`config.mk`:
```
export PLATFORM = sky130hd
export DESIGN_NAME = sync_length_frame_deframer_top
export DESIGN_NICKNAME = d
export VERILOG_FILES = /design/src/hdl/slfd_pkg.sv /design/src/hdl/sync_length_frame_deframer_top.sv
export SDC_FILE = /design/constraint.sdc
export NUM_CORES = 1
export LEC_CHECK = 0
export ABC_AREA = 1
export BUFFER_PORTS_ARGS = -buffer_cell sky130_fd_sc_hd__buf_2
export CAP_MARGIN = 20
export CORE_ASPECT_RATIO = 1.1
export CORE_MARGIN = 10
export CORE_UTILIZATION = 40
export DETAILED_ROUTE_END_ITERATION = 16
export GPL_ROUTABILITY_DRIVEN = 0
export GPL_TIMING_DRIVEN = 0
export PLACE_DENSITY = 0.58
export SKIP_LAST_GASP = 1
export SYNTH_ARGS = -nofsm -noshare
export SYNTH_HDL_FRONTEND = slang
export SYNTH_SLANG_ARGS = --single-unit
```
`constraint.sdc`:
```
create_clock -name clk_i -period 5.4 [get_ports clk_i]
set_input_delay 0.27 -clock clk_i [delete_from_list [all_inputs] [get_ports clk_i]]
set_output_delay 0.27 -clock clk_i [all_outputs]
set_load 0.005 [all_outputs]
```
`src/hdl/slfd_pkg.sv`:
```
// Shared constants for the sync/length frame deframer.
package slfd_pkg;

  localparam int unsigned ByteW = 8;
  localparam int unsigned KindW = 3;

  localparam logic [ByteW-1:0] SYNC_FIRST  = 8'hFF;
  localparam logic [ByteW-1:0] SYNC_SECOND = 8'h00;

  localparam logic [KindW-1:0] KIND_PAYLOAD    = 3'd0;
  localparam logic [KindW-1:0] KIND_GOOD       = 3'd1;
  localparam logic [KindW-1:0] KIND_CSUM_ERR   = 3'd2;
  localparam logic [KindW-1:0] KIND_BAD_SYNC   = 3'd3;
  localparam logic [KindW-1:0] KIND_BAD_SECOND = 3'd4;

endpackage

```
`src/hdl/sync_length_frame_deframer_top.sv`:
```
// Top level of the sync/length frame deframer.
//
// Takes one received byte per cycle while input ready is high and parses
// frames of the form 0xFF, 0x00, length, command, length-1 payload bytes,
// checksum (sum mod 256 of length, command and payload). Each payload
// byte yields one result word, the checksum byte yields frame-good or
// checksum-error, and a bad first or second sync byte yields a header
// error; sync, length and command bytes yield nothing. The result of an
// accepted byte appears in the output register in the next cycle; input
// ready falls only while the output holds a word downstream has not taken.
module sync_length_frame_deframer_top (
  input  logic                        clk_i,
  input  logic                        rst_ni,
  input  logic                        s_axis_tvalid,
  output logic                        s_axis_tready,
  input  logic [slfd_pkg::ByteW-1:0]  s_axis_tdata,   // [7:0] rx_byte
  output logic                        m_axis_tvalid,
  input  logic                        m_axis_tready,
  output logic [slfd_pkg::ByteW-1:0]  m_axis_tdata    // [2:0] kind, [7:3] zero
);
  import slfd_pkg::*;

  localparam logic [2:0] PH_SYNC     = 3'd0;
  localparam logic [2:0] PH_SECOND   = 3'd1;
  localparam logic [2:0] PH_LENGTH   = 3'd2;
  localparam logic [2:0] PH_COMMAND  = 3'd3;
  localparam logic [2:0] PH_PAYLOAD  = 3'd4;
  localparam logic [2:0] PH_CHECKSUM = 3'd5;

  logic [2:0]       phase_q, phase_d;
  logic [ByteW-1:0] pos_q, pos_d;
  logic [ByteW-1:0] exp_len_q, exp_len_d;
  logic [ByteW-1:0] sum_q, sum_d;
  logic             out_valid_q, out_valid_d;
  logic [KindW-1:0] out_kind_q, out_kind_d;
  logic             res_valid;
  logic [KindW-1:0] res_kind;
  logic [ByteW-1:0] pos_inc;
  logic             accept;

  assign s_axis_tready = !out_valid_q || m_axis_tready;
  assign accept        = s_axis_tvalid && s_axis_tready;
  assign pos_inc       = pos_q + 8'd1;

  always_comb begin
    phase_d   = phase_q;
    pos_d     = pos_q;
    exp_len_d = exp_len_q;
    sum_d     = sum_q;
    res_valid = 1'b0;
    res_kind  = KIND_PAYLOAD;
    unique case (phase_q)
      PH_SECOND: begin
        if (s_axis_tdata == SYNC_SECOND) begin
          phase_d = PH_LENGTH;
        end else begin
          phase_d   = PH_SYNC;
          pos_d     = '0;
          res_valid = 1'b1;
          res_kind  = KIND_BAD_SECOND;
        end
      end
      PH_LENGTH: begin
        exp_len_d = (s_axis_tdata == '0) ? '0 : s_axis_tdata - 8'd1;
        pos_d     = '0;
        sum_d     = sum_q + s_axis_tdata;
        phase_d   = PH_COMMAND;
      end
      PH_COMMAND: begin
        sum_d   = sum_q + s_axis_tdata;
        phase_d = (exp_len_q == '0) ? PH_CHECKSUM : PH_PAYLOAD;
      end
      PH_PAYLOAD: begin
        sum_d     = sum_q + s_axis_tdata;
        pos_d     = pos_inc;
        res_valid = 1'b1;
        res_kind  = KIND_PAYLOAD;
        if (pos_inc == exp_len_q) begin
          phase_d = PH_CHECKSUM;
        end
      end
      PH_CHECKSUM: begin
        phase_d   = PH_SYNC;
        res_valid = 1'b1;
        res_kind  = (s_axis_tdata == sum_q) ? KIND_GOOD : KIND_CSUM_ERR;
      end
      default: begin
        if (s_axis_tdata == SYNC_FIRST) begin
          sum_d     = '0;
          exp_len_d = '0;
          phase_d   = PH_SECOND;
        end else begin
          phase_d   = PH_SYNC;
          res_valid = 1'b1;
          res_kind  = KIND_BAD_SYNC;
        end
      end
    endcase
  end

  always_comb begin
    out_valid_d = out_valid_q;
    out_kind_d  = out_kind_q;
    if (m_axis_tready) begin
      out_valid_d = 1'b0;
    end
    if (accept && res_valid) begin
      out_valid_d = 1'b1;
      out_kind_d  = res_kind;
    end
  end

  always_ff @(posedge clk_i or negedge rst_ni) begin
    if (!rst_ni) begin
      phase_q     <= PH_SYNC;
      pos_q       <= '0;
      exp_len_q   <= '0;
      sum_q       <= '0;
      out_valid_q <= 1'b0;
    end else begin
      out_valid_q <= out_valid_d;
      if (accept) begin
        phase_q   <= phase_d;
        pos_q     <= pos_d;
        exp_len_q <= exp_len_d;
        sum_q     <= sum_d;
      end
    end
  end

  always_ff @(posedge clk_i) begin
    out_kind_q <= out_kind_d;
  end

  assign m_axis_tvalid = out_valid_q;
  assign m_axis_tdata  = {{(ByteW-KindW){1'b0}}, out_kind_q};

endmodule

```
==> results of run 1 <==
[final cells by class]
cell class,count,area share [%]
Multi-Input combinational cell,218,50.31
Sequential cell,31,32.28
Inverter,35,5.669
Tap cell,75,3.830
Timing Repair Buffer,16,3.269
Clock buffer,7,3.115
Buffer,5,1.532
[stage by stage]
step	power (mW)	cells	worst slack, ns	util [%]
finish	0.4662	387	3.534	46.01
floorplan	0.2812	289	3.711	-
detailed placement	0.3018	380	3.499	44.57
global route	0.4914	387	3.372	46.01
CTS	0.4738	387	3.549	46.01
global placement	0.3015	380	3.517	44.57
[worst paths after layout]
check / endpoint / slack, ns / cells past startpoint
setup reg to reg: sum_q[6] / 3.53 / 9
min in group clk_i: exp_len_q[0] / 0.26 / 2
hold reg to reg: sum_q[6] / 0.49 / 2
hold / removal: pos_q[0] / 0.009 / 1
max in group asynchronous: sum_q[6] / 4.95 / 1
setup / recovery: sum_q[6] / 3.53 / 9
[kinds of logic (layout without fill, tap and decap cells)]
logic type | after synthesis | count (layout) | synth area share (%)
fa+ha+maj | 12 | 12 | 7.216
other cells | 1 | 5 | 0.1717
flops | 31 | 31 | 36.20
simple gates | 151 | 151 | 32.88
buf+inv | 40 | 63 | 8.076
compound gates | 38 | 38 | 10.65
xor+xnor | 12 | 12 | 4.811
[power by group through the flow]
stage	Clock, mW	Sequential (mW)	Combinational [mW]
after floorplan	0	0.248	0.0328
after global placement	0	0.248	0.0530
after detailed placement	0	0.248	0.0533
after CTS	0.176	0.244	0.0537
after global routing	0.186	0.245	0.0608
final	0.169	0.244	0.0528
[synthesized netlist by cell type (all sizes together)]
library cell	number	area, um^2
o22ai	10	75.07
nor3b	2	20.02
o21ai	17	85.08
buf	5	37.54
nor2	21	98.84
and2	1	8.760
nand3	30	167.7
xor2	7	61.31
xnor2	5	43.79
inv	34	130.1
o211ai	2	15.01
fa	1	20.02
a22o	2	17.52
nand4	7	50.05
conb	1	3.750
nand2	83	324.1
o31ai	1	7.510
or2	1	6.260
a21oi	5	25.02
dfrtp	28	700.7
o21bai	1	7.510
ha	11	137.6
clkinv	1	8.760
nor3	5	36.29
nor4	1	6.260
edfxtp	3	90.09
[sequential cells by signal, summed over array words and instances (netlist names)]
signal,cells
exp_len_q,8
m_axis_tvalid,1
out_kind_q,3
phase_q,3
pos_q,8
sum_q,8
[layout by cell type, fill, tap and decap left out, types with 3 or more instances in the layout]
cell type and instances:
dfrtp_1 28, inv_1 30, conb_1 5, clkbuf_8 5, inv_2 3, xnor2_1 5, nor3_1 4, nand2_2 5
buf_2 16, nor2_1 17, nand4_1 6, a21oi_1 5, ha_1 11, o22ai_1 8, edfxtp_1 3, nand3_1 28
nand2_1 78, o21ai_0 16, buf_4 5, xor2_1 7
[metal layers]
layer / up-vias / track usage (%) / wire [um]
li1: 992 / - / -
met1: 849 / 12.83 / 2099
met2: 30 / 18.93 / 2274
met3: 9 / 2.628 / 158
met4: 0 / 4.289 / 99
met5: - / 0 / 0
[worst max-delay path, cell delays in order, from the launching register on]
cell     delay (ns)
dfrtp_1        0.38
ha_1           0.22
fa_1           0.41
nand3_1        0.09
nand3_1        0.11
nand2_1        0.10
nand2_1        0.06
a21oi_1        0.15
xor2_1         0.16
o21ai_0        0.08
==> results.txt, run 1 <==
----------------------------------------------------
[Floorplanning]
  Width of the die ... between 90 and 100 um
  Die area ... ~9000 um^2
  Num rows ... 28
  I/O pins ... 22
  Starting utilization of the core area ... between 40 and 50%
  Die Height ... 97.51 um
  Area of the placeable core ... 5325 um^2

[Flow run]
  Number of maximum-capacitance violations ... 0

[Synthesis]
  Count of cell types in the netlist ... 38
  Average instance area after synthesis ... 7.665 um^2
  Proportion of synthesized chip area in sequential cells ... 36.20%
  Flop and latch count out of synthesis ... 31
  Number of warnings reported in the yosys synthesis log ... 0
  Number of instances in the synthesized netlist ... about 290
  Combined area of all synthesized cells ... approximately 2200 um^2

[Critical path]
  Worst endpoint data arrival time ... 2.02 ns
  Critical path capture point type ... flop
  Critical Path Source ... sum_q[0]
  Reg2Reg Launch Point ... sum_q[0]
  Kind of launch point of the worst setup path ... flop
  Maximum net fanout on the critical path ... 2
  Data required time at the worst endpoint ... about 5.6 ns
  Startpoint-to-endpoint class of the critical path ... flop to flop

[Clocking]
  Clock buffers created by TritonCTS ... 5
  Clock insertion delay at the later pin of the skew report ... 0.27 ns
  TritonCTS clock tree ... yes
  Number of buffers between clock root and the deepest sink ... 2
  Number of H-tree levels ... 2
  Hold buffers post-CTS ... 0
  Clock Pin Slew Worst Setup and Hold Paths ... 0.06 ns
  Clock sink count ... 31
  Quantity of gates resized following cts ... 0
  Buffer cell driving the clock tree root ... clkbuf_8
  Post-CTS setup buffer count ... 0

[Global route]
  Initial antenna violation count ... 0
  Overflow left after global routing ... 0
  Vias in the first global route ... approximately 1900
  Overall track demand over capacity in global routing ... around 11%
  Global-route wire length before repair ... approximately 8300 um
  Maximum number of pins on one net before global-route repair ... 29

[Pwr]
  Clock network fraction of design power ... a little over a third
  Design internal power ... about 0.35 mW
  Pwr Density ... between 150 and 200 nW/um^2
  Combinational share of power ... 11.3%
  Peak supply drop ... 0.08646 mV
  Lkg Pwr ... roughly 1.1 nW
  Sequential share of power ... between 50 and 60%
  Switching power as a share of total power ... between 20% and 30%
  Switching Power ... roughly 0.12 mW

[STA]
  Final hold violation count ... 0
  Highest achievable clock rate ... about 540 MHz
  Final setup violation count ... 0
  Max-slew violation total from the final report ... 0
  Period utilisation layout ... 34.55%
  Post-layout minimum cycle time ... between 1.5 and 2 ns
  Worst hold margin ... roughly 0.0094 ns
  Relative slew slack ... between 50% and 60%
  Worst Tran Pin Value ... roughly 0.65 ns
  Final setup skew ... around 0.0028 ns
  Unrepaired setup endpoints after global routing ... no
  Post-route setup TNS ... 0 ns

[Drt]
  Residual DRC ... 0
  Via total after detailed routing ... between 1500 and 2000
  Detail-routed net length per standard cell ... ~12 um
  Count of antenna-violating nets left after detailed routing ... 0
  Vias per cell ... slightly below 5
  Aggregate routed wire length ... between 4000 and 5000 um
  1st-pass router iterations ... 4
  Violation count after the first detailed-routing iteration ... about 120

[Cells and area]
  Register area ... 790.8 um^2
  Antenna Cells ... 0
  Fin area ... 2450 um^2
  Nets ... 336
  Share of post-route cells with drive strength above 1 ... between 15 and 20%
  Relative area change from synthesis to final layout ... 12.14%
  Filler cells ... approximately 570
  Total area of multi-input combinational cells ... ~1200 um^2

[Placed design]
  Placement-stage cell area ... about 2400 um^2
  Count of buffers from port buffering ... 16
  Post-detail-place hpwl ... around 3700 um

[Run status]
  Result of the run ... finished, final reports clean

[Worst hold path]
  Class of the tightest hold or removal check ... input port to asynchronous set/reset pin

----------------------------------------------------
Note: power is estimated with default switching activity, not from simulation.
==> run 2, diff against run 1 <==
ABC_AREA = 0   (was 1)
clock period = 1.8 ns   (was 5.4 ns; I/O delays follow)
==> run 2 against run 1 <==
Effect of this change:
- the run now ends with negative setup slack left
- critical path depth is 2 lower
- via count is 2.4% higher
- clock power grew to 3.5 times the previous value
- synthesized cell count is 15% lower
- utilization is 4.4 points higher
- worst hold slack better by 0.069 ns
- clock skew is 0.0055 ns higher
- largest cell class unchanged
- largest power group is now combinational logic
==> results.txt, run 2 <==
----------------------------------------------------
[Synthesis]
  Combined area of all synthesized cells ... 2306 um^2 (was 2185 um^2)
  Count of cell types in the netlist ... 61 (was 38)
  Number of warnings reported in the yosys synthesis log ... 0 (unchanged)
  Cell type with the largest total area after synthesis ... dfrtp_1 (unchanged)
  Share of flip-flops with an asynchronous set or reset ... 90.32% (unchanged)
  Area fraction of the dominant cell type after synthesis ... 30.39% (was 32.07%)
  Proportion of synthesized chip area in sequential cells ... 34.29% (was 36.20%)
  Number of instances in the synthesized netlist ... 242 (was 285)
  Average instance area after synthesis ... 9.529 um^2 (was 7.665 um^2)
  Most frequent cell after synthesis ... dfrtp_1 (was nand2_1)
  Leading post-synthesis cells by cell area ... dfrtp_1 (30%), xnor2_1 (6.1%), ha_1 (6.0%) (was dfrtp_1 (32%), nand2_1 (13%), nand3_1 (6.4%))
  Top FF cell, synth ... dfrtp_1 (unchanged)
  Commonest cells post-synth ... dfrtp_1 (28), nor2_1 (17), nand2_1 (16), xnor2_1 (16) (was nand2_1 (78), inv_1 (30), dfrtp_1 (28), nand3_1 (28), nor2_1 (17))
  Number of enable-type register cells in the synthesized netlist ... 3 (unchanged)
  Flop and latch count out of synthesis ... 31 (unchanged)

[Floorplanning]
  I/O pins ... 22 (unchanged)
  Area of the placeable core ... 5500 um^2 (was 5325 um^2)
  Width of the die ... 92.40 um (was 90.46 um)
  Die Height ... 99.63 um (was 97.51 um)
  Num rows ... 28 (unchanged)
  Die area ... 9205 um^2 (was 8821 um^2)
  Starting utilization of the core area ... 41.92% (was 41.02%)

[Cells and area]
  Relative area change from synthesis to final layout ... 20.29% (was 12.14%)
  Count of placed standard cells in the final layout, fillers left out ... 355 (was 387)
  Nets ... 303 (was 336)
  Most common library cell in the layout ignoring fill and taps ... dfrtp_1 (was nand2_1)
  Most frequent cells in the layout ... dfrtp_1 (26), buf_2 (19), nor2_1 (17) (was nand2_1 (78), inv_1 (30), nand3_1 (28), dfrtp_1 (28), nor2_1 (17))
  Post-layout utilization of the core ... 50.43% (was 46.01%)
  Filler cells ... 516 (was 574)
  Antenna Cells ... 0 (unchanged)
  Largest regs ... exp_len_q: 8 flops, pos_q: 8 flops, sum_q: 8 flops (unchanged)
  Share of post-route cells with drive strength above 1 ... 28.21% (was 15.71%)

[Critical path]
  Cell class contributing the biggest share of worst-path delay ... compound AO/OA/AOI/OAI gates (was adder cells)
  Data required time at the worst endpoint ... 1.98 ns (was 5.56 ns)
  CP max-delay cell ... dfrtp_1 (was fa_1)
  Ordered cell list for the critical path ... ha_4 > fa_2 > a21o_1 > a21oi_2 > o21ai_2 > xor2_1 > a22o_1 (was ha_1 > fa_1 > nand3_1 > nand3_1 > nand2_1 > nand2_1 > a21oi_1 > xor2_1 > o21ai_0)
  Kind of launch point of the worst setup path ... flop (unchanged)
  Maximum net fanout on the critical path ... 2 (unchanged)
  Combined buffer and inverter count along the critical path ... 0 (unchanged)
  Max stage delay on crit path ... 0.41 ns (about the same)
  Worst endpoint data arrival time ... 2.01 ns (was 2.02 ns)
  Startpoint-to-endpoint class of the critical path ... flop to flop (unchanged)
  Critical path capture point type ... flop (unchanged)

[Drt]
  Detail-routed net length per standard cell ... 15.62 um (was 11.97 um)
  Residual DRC ... 0 (unchanged)
  Count of antenna-violating nets left after detailed routing ... 0 (unchanged)
  Violation count after the first detailed-routing iteration ... 107 (was 116)
  Via total after detailed routing ... 1925 (was 1880)
  1st-pass router iterations ... 4 (unchanged)
  Vias per cell ... 5.423 (was 4.858)
  Aggregate routed wire length ... 5546 um (was 4631 um)

[Pwr]
  Peak supply drop ... 0.6931 mV (was 0.08646 mV)
  Total power ... 3.444 mW (was 0.4662 mW)
  Lkg Pwr ... 1.083 nW (was 1.148 nW)
  Pwr Density ... 1241 nW/um^2 (was 190.3 nW/um^2)

[STA]
  Max-slew violation total from the final report ... 0 (unchanged)
  Highest achievable clock rate ... 547.7 MHz (was 536.0 MHz)
  Final hold violation count ... 0 (unchanged)
  Setup slack of the critical path after layout ... -0.02569 ns (was 3.534 ns)
  Unrepaired setup endpoints after global routing ... yes (was no)
  Period utilisation layout ... 101.4% (was 34.55%)
  Final setup violation count ... 2 (was 0)
  Post-route setup TNS ... -0.04154 ns (was 0 ns)
  Worst Tran Pin Value ... 0.6724 ns (was 0.6529 ns)
  Post-layout minimum cycle time ... 1.826 ns (was 1.866 ns)
  Relative slew slack ... 55.17% (was 56.47%)
  Final setup skew ... 0.008319 ns (was 0.002833 ns)

[Global route]
  Global-route wire length before repair ... 9177 um (was 8280 um)
  Vias in the first global route ... 1870 (was 1872)
  Overall track demand over capacity in global routing ... 12.15% (was 11.03%)
  Maximum number of pins on one net before global-route repair ... 29 (unchanged)
  Overflow left after global routing ... 0 (unchanged)
  Initial antenna violation count ... 0 (unchanged)

[Worst hold path]
  Class of the tightest hold or removal check ... input port to flop (was input port to asynchronous set/reset pin)

[Clocking]
  Clock insertion delay at the later pin of the skew report ... 0.29 ns (was 0.27 ns)
  Clock sink count ... 31 (unchanged)
  Number of H-tree levels ... 2 (unchanged)
  Number of buffers between clock root and the deepest sink ... 2 (unchanged)
  TritonCTS clock tree ... yes (unchanged)
  Clock buffers created by TritonCTS ... 5 (unchanged)
  Clock Pin Slew Worst Setup and Hold Paths ... 0.07 ns (was 0.06 ns)
  Buffer cell driving the clock tree root ... clkbuf_8 (unchanged)

[Flow run]
  Number of maximum-capacitance violations ... 0 (unchanged)

[Run status]
  Result of the run ... finished with violations (was finished, final reports clean)
  Violations in the final reports ... negative setup slack

[Placed design]
  Post-detail-place hpwl ... 3975 um (was 3668 um)
  Count of buffers from port buffering ... 15 (was 16)
  Cell Count Post-Placement ... 336 (was 380)

----------------------------------------------------
-- run 2: cell types whose count changed in the layout (fill, tap and decap cells not counted), moves of 6 or more --
cell / previous run / this run
o22ai_1: 8 / 1
o2bb2ai_1: 0 / 8
buf_4: 5 / 15
inv_1: 30 / 8
xnor2_1: 5 / 16
nand3_1: 28 / 5
nand2_1: 78 / 16
o21ai_0: 16 / 10
o21ai_1: 1 / 11
ha_1: 11 / 5
-- run 2: cell families (layout without fill, tap and decap cells) --
logic type	Yosys count	after routing	share of synthesized area [%]
AND/OR/NAND/NOR	86	86	23.60
AO/OA/AOI/OAI	70	70	22.52
flip-flops	31	31	34.29
XOR/XNOR	21	21	7.976
buffers and inverters	21	55	4.612
adder cells (fa/ha/maj)	12	12	6.837
other	1	5	0.1626
-- run 2: worst paths after layout --
check / start / endpoint / slack (ns) / cells after the start
worst max-delay path: sum_q[0] / sum_q[6] / -0.03 / 7
worst min-delay path: s_axis_tdata[0] / exp_len_q[0] / 0.08 / 2
worst max register to register: sum_q[0] / sum_q[6] / -0.03 / 7
worst min register to register: sum_q[6] / sum_q[6] / 0.51 / 1
max in group asynchronous: rst_ni / pos_q[0] / 0.96 / 2
min in group asynchronous: rst_ni / pos_q[6] / 0.36 / 2
-- run 2: what timing repair did --
item                       4_1_cts  5_1_grt
hold endpoints to repair        28        0
setup buffers                    5        5
hold buffers                     1        0
resized for setup               10       10
pin swaps                        4        8
setup endpoints to repair        6        7
-- run 2: report_power, final --
group	switching, mW	internal (mW)	leakage, nW
Combinational	0.902	0.856	0.637
Sequential	0.195	0.901	0.398
Clock	0.281	0.308	0.0482
-- run 2: layer usage --
metal / share of wire (%) / track usage [%]
met3: 5.4 / 3.835
met4: 2.0 / 5.819
met2: 47 / 19.08
met5: 0 / 0
met1: 46 / 14.71
-- run 2: cell type report --
type	count	area, um^2	share of cell area [%]
Clock inverter	1	5.005	0.1804
Inverter	9	33.78	1.218
Multi-Input combinational cell	194	1525	54.98
Clock buffer	7	86.33	3.112
Buffer	12	72.57	2.616
Sequential cell	31	793.3	28.60
Timing Repair Buffer	26	163.9	5.909
Tap cell	75	93.84	3.383
-- run 2: per-stage QoR --
step,cell area [um^2],hold slack [ns],setup slack (ns)
3_5_place_dp,2496,0.1690,-0.1372
6_report,2774,0.07892,-0.02569
2_1_floorplan,2327,-0.2056,0.01593
5_1_grt,2774,0.09485,-0.1160
4_1_cts,2686,0.07984,-0.02855
3_3_place_gp,2496,0.1587,-0.1132
==> run 3, diff against run 2 <==
CELL_PAD_IN_SITES_DETAIL_PLACEMENT = 0   (was default)
CELL_PAD_IN_SITES_GLOBAL_PLACEMENT = 1   (was default)
PLACE_DENSITY = 0.71   (was 0.58)
==> run 3 against run 2 <==
Effect of this change:
- via count is 2.3% higher
- routed wire length is 2.4% higher
- utilization barely moved
- the run now ends clean
- largest power group unchanged
- clock-buffer cell count fell by 1
- worst hold slack got worse by 0.031 ns
- total power fell by 0.13%
- flip-flop and latch count unchanged
- critical path depth unchanged
- first-iteration DRC count fell by 35%
- die area stayed put
==> results.txt, run 3 (synthesis gave the netlist of run 2 again) <==
----------------------------------------------------
[Cells and area]
  Share of post-route cells with drive strength above 1 ... 29.03% (was 28.21%)
  Antenna Cells ... 0 (unchanged)
  Post-layout utilization of the core ... 50.48% (was 50.43%)
  Register area ... 794.5 um^2 (was 793.3 um^2)
  Largest regs ... exp_len_q: 8 flops, pos_q: 8 flops, sum_q: 8 flops (unchanged)
  Filler cells ... 529 (was 516)
  Total area of multi-input combinational cells ... 1548 um^2 (was 1525 um^2)
  Nets ... 302 (was 303)
  Relative area change from synthesis to final layout ... 20.40% (was 20.29%)
  Most frequent cells in the layout ... dfrtp_1 (25), buf_2 (19), xnor2_1 (16), nand2_1 (16), nor2_1 (16) (was dfrtp_1 (26), buf_2 (19), nor2_1 (17))
  Count of placed standard cells in the final layout, fillers left out ... 354 (was 355)
  Most common library cell in the layout ignoring fill and taps ... dfrtp_1 (unchanged)

[STA]
  Max-slew violation total from the final report ... 0 (unchanged)
  Worst Tran Pin Value ... 0.6850 ns (was 0.6724 ns)
  Unrepaired setup endpoints after global routing ... yes (unchanged)
  Period utilisation layout ... 99.90% (was 101.4%)
  Post-layout minimum cycle time ... 1.798 ns (was 1.826 ns)
  Final setup skew ... 0.004257 ns (was 0.008319 ns)
  Worst hold margin ... 0.04746 ns (was 0.07892 ns)
  Highest achievable clock rate ... 556.1 MHz (was 547.7 MHz)
  Final hold violation count ... 0 (unchanged)
  Final setup violation count ... 0 (was 2)
  Setup slack of the critical path after layout ... 0.001761 ns (was -0.02569 ns)
  Relative slew slack ... 54.33% (was 55.17%)
  Post-route setup TNS ... 0 ns (was -0.04154 ns)

[Global route]
  Overall track demand over capacity in global routing ... 12.79% (was 12.15%)
  Global-route wire length before repair ... 9715 um (was 9177 um)
  Vias in the first global route ... 1982 (was 1870)
  Maximum number of pins on one net before global-route repair ... 29 (unchanged)
  Overflow left after global routing ... 0 (unchanged)
  Initial antenna violation count ... 0 (unchanged)

[Clocking]
  Clock insertion delay at the later pin of the skew report ... 0.29 ns (about the same)
  TritonCTS clock tree ... yes (unchanged)
  Number of H-tree levels ... 2 (unchanged)
  Buffer cell driving the clock tree root ... clkbuf_8 (unchanged)
  Number of buffers between clock root and the deepest sink ... 2 (unchanged)
  Clock Pin Slew Worst Setup and Hold Paths ... 0.07 ns (about the same)
  Clock buffers created by TritonCTS ... 5 (unchanged)
  Clock sink count ... 31 (unchanged)

[Drt]
  Detail-routed net length per standard cell ... 16.05 um (was 15.62 um)
  Residual DRC ... 0 (unchanged)
  Vias per cell ... 5.562 (was 5.423)
  1st-pass router iterations ... 4 (unchanged)
  Aggregate routed wire length ... 5681 um (was 5546 um)
  Count of antenna-violating nets left after detailed routing ... 0 (unchanged)
  Violation count after the first detailed-routing iteration ... 70 (was 107)
  Via total after detailed routing ... 1969 (was 1925)

[Pwr]
  Pwr Density ... 1239 nW/um^2 (was 1241 nW/um^2)
  Peak supply drop ... 0.5800 mV (was 0.6931 mV)
  Lkg Pwr ... 1.076 nW (was 1.083 nW)

[Placed design]
  Pre-CTS worst setup slack ... -0.1634 ns (was -0.1372 ns)
  Cell Count Post-Placement ... 336 (unchanged)
  Post-detail-place hpwl ... 3995 um (was 3975 um)
  Count of buffers from port buffering ... 15 (unchanged)

[Critical path]
  Combined buffer and inverter count along the critical path ... 0 (unchanged)
  Startpoint-to-endpoint class of the critical path ... flop to flop (unchanged)
  Ordered cell list for the critical path ... ha_2 > fa_2 > a21o_1 > a21oi_2 > o21ai_2 > xor2_1 > a22o_1 (was ha_4 > fa_2 > a21o_1 > a21oi_2 > o21ai_2 > xor2_1 > a22o_1)
  Kind of launch point of the worst setup path ... flop (unchanged)
  Critical path capture point type ... flop (unchanged)
  Max stage delay on crit path ... 0.38 ns (was 0.41 ns)
  Worst endpoint data arrival time ... 1.98 ns (was 2.01 ns)
  Maximum net fanout on the critical path ... 2 (unchanged)
  Data required time at the worst endpoint ... 1.98 ns (about the same)
  Cell class contributing the biggest share of worst-path delay ... compound AO/OA/AOI/OAI gates (unchanged)
  CP max-delay cell ... dfrtp_1 (unchanged)

[Floorplanning]
  Area of the placeable core ... 5500 um^2 (unchanged)
  Num rows ... 28 (unchanged)
  Width of the die ... 92.40 um (unchanged)
  I/O pins ... 22 (unchanged)
  Die area ... 9205 um^2 (unchanged)
  Die Height ... 99.63 um (unchanged)
  Starting utilization of the core area ... 41.92% (unchanged)

[Flow run]
  Number of maximum-capacitance violations ... 0 (unchanged)

[Worst hold path]
  Class of the tightest hold or removal check ... input port to flop (unchanged)

[Run status]
  Result of the run ... finished, final reports clean (was finished with violations)

----------------------------------------------------
-- run 3: report_power, final --
group,switching [mW],internal (mW)
clock network,0.277,0.264
logic,0.918,0.874
registers,0.203,0.903
-- run 3: what timing repair did --
| item | 4_1_cts | 5_1_grt |
|---|---|---|
| setup endpoints to repair | 6 | 15 |
| endpoints found under the hold margin | 28 | 0 |
| pin swaps | 2 | 6 |
| gates resized for setup | 14 | 12 |
| setup buffers | 2 | 7 |
| hold buffers | 1 | 0 |
-- run 3: final cells by class --
class,count,area share (%)
multi-input cells,194,55.75
repair buffers,25,5.498
inverters,9,1.217
well taps,75,3.380
clock inverters,2,0.2704
flip-flops and latches,31,28.62
plain buffers,12,2.659
clock buffers,6,2.614
-- run 3: per-layer routing --
layer / wire length, um / global-route usage [%]
met3: 174 / 3.233
met2: 2904 / 22.55
met1: 2486 / 14.83
met5: 0 / 0
met4: 115 / 3.800
-- run 3: final timing paths --
check | from | end | slack (ns) | depth (start not counted)
min | s_axis_tdata[0] | exp_len_q[0] | 0.05 | 2
max reg2reg | sum_q[0] | sum_q[6] | 0.002 | 7
min reg2reg | sum_q[6] | sum_q[6] | 0.51 | 1
min in group asynchronous | rst_ni | pos_q[3] | 0.37 | 2
max | sum_q[0] | sum_q[6] | 0.002 | 7
max in group asynchronous | rst_ni | pos_q[0] | 0.94 | 2
-- run 3: per-stage QoR --
step | cell area, um^2 | total power [mW]
after global routing | 2776 | 3.732
after detailed placement | 2496 | 2.512
after global placement | 2496 | 2.516
after floorplan | 2327 | 2.170
after CTS | 2678 | 3.227
final | 2776 | 3.439
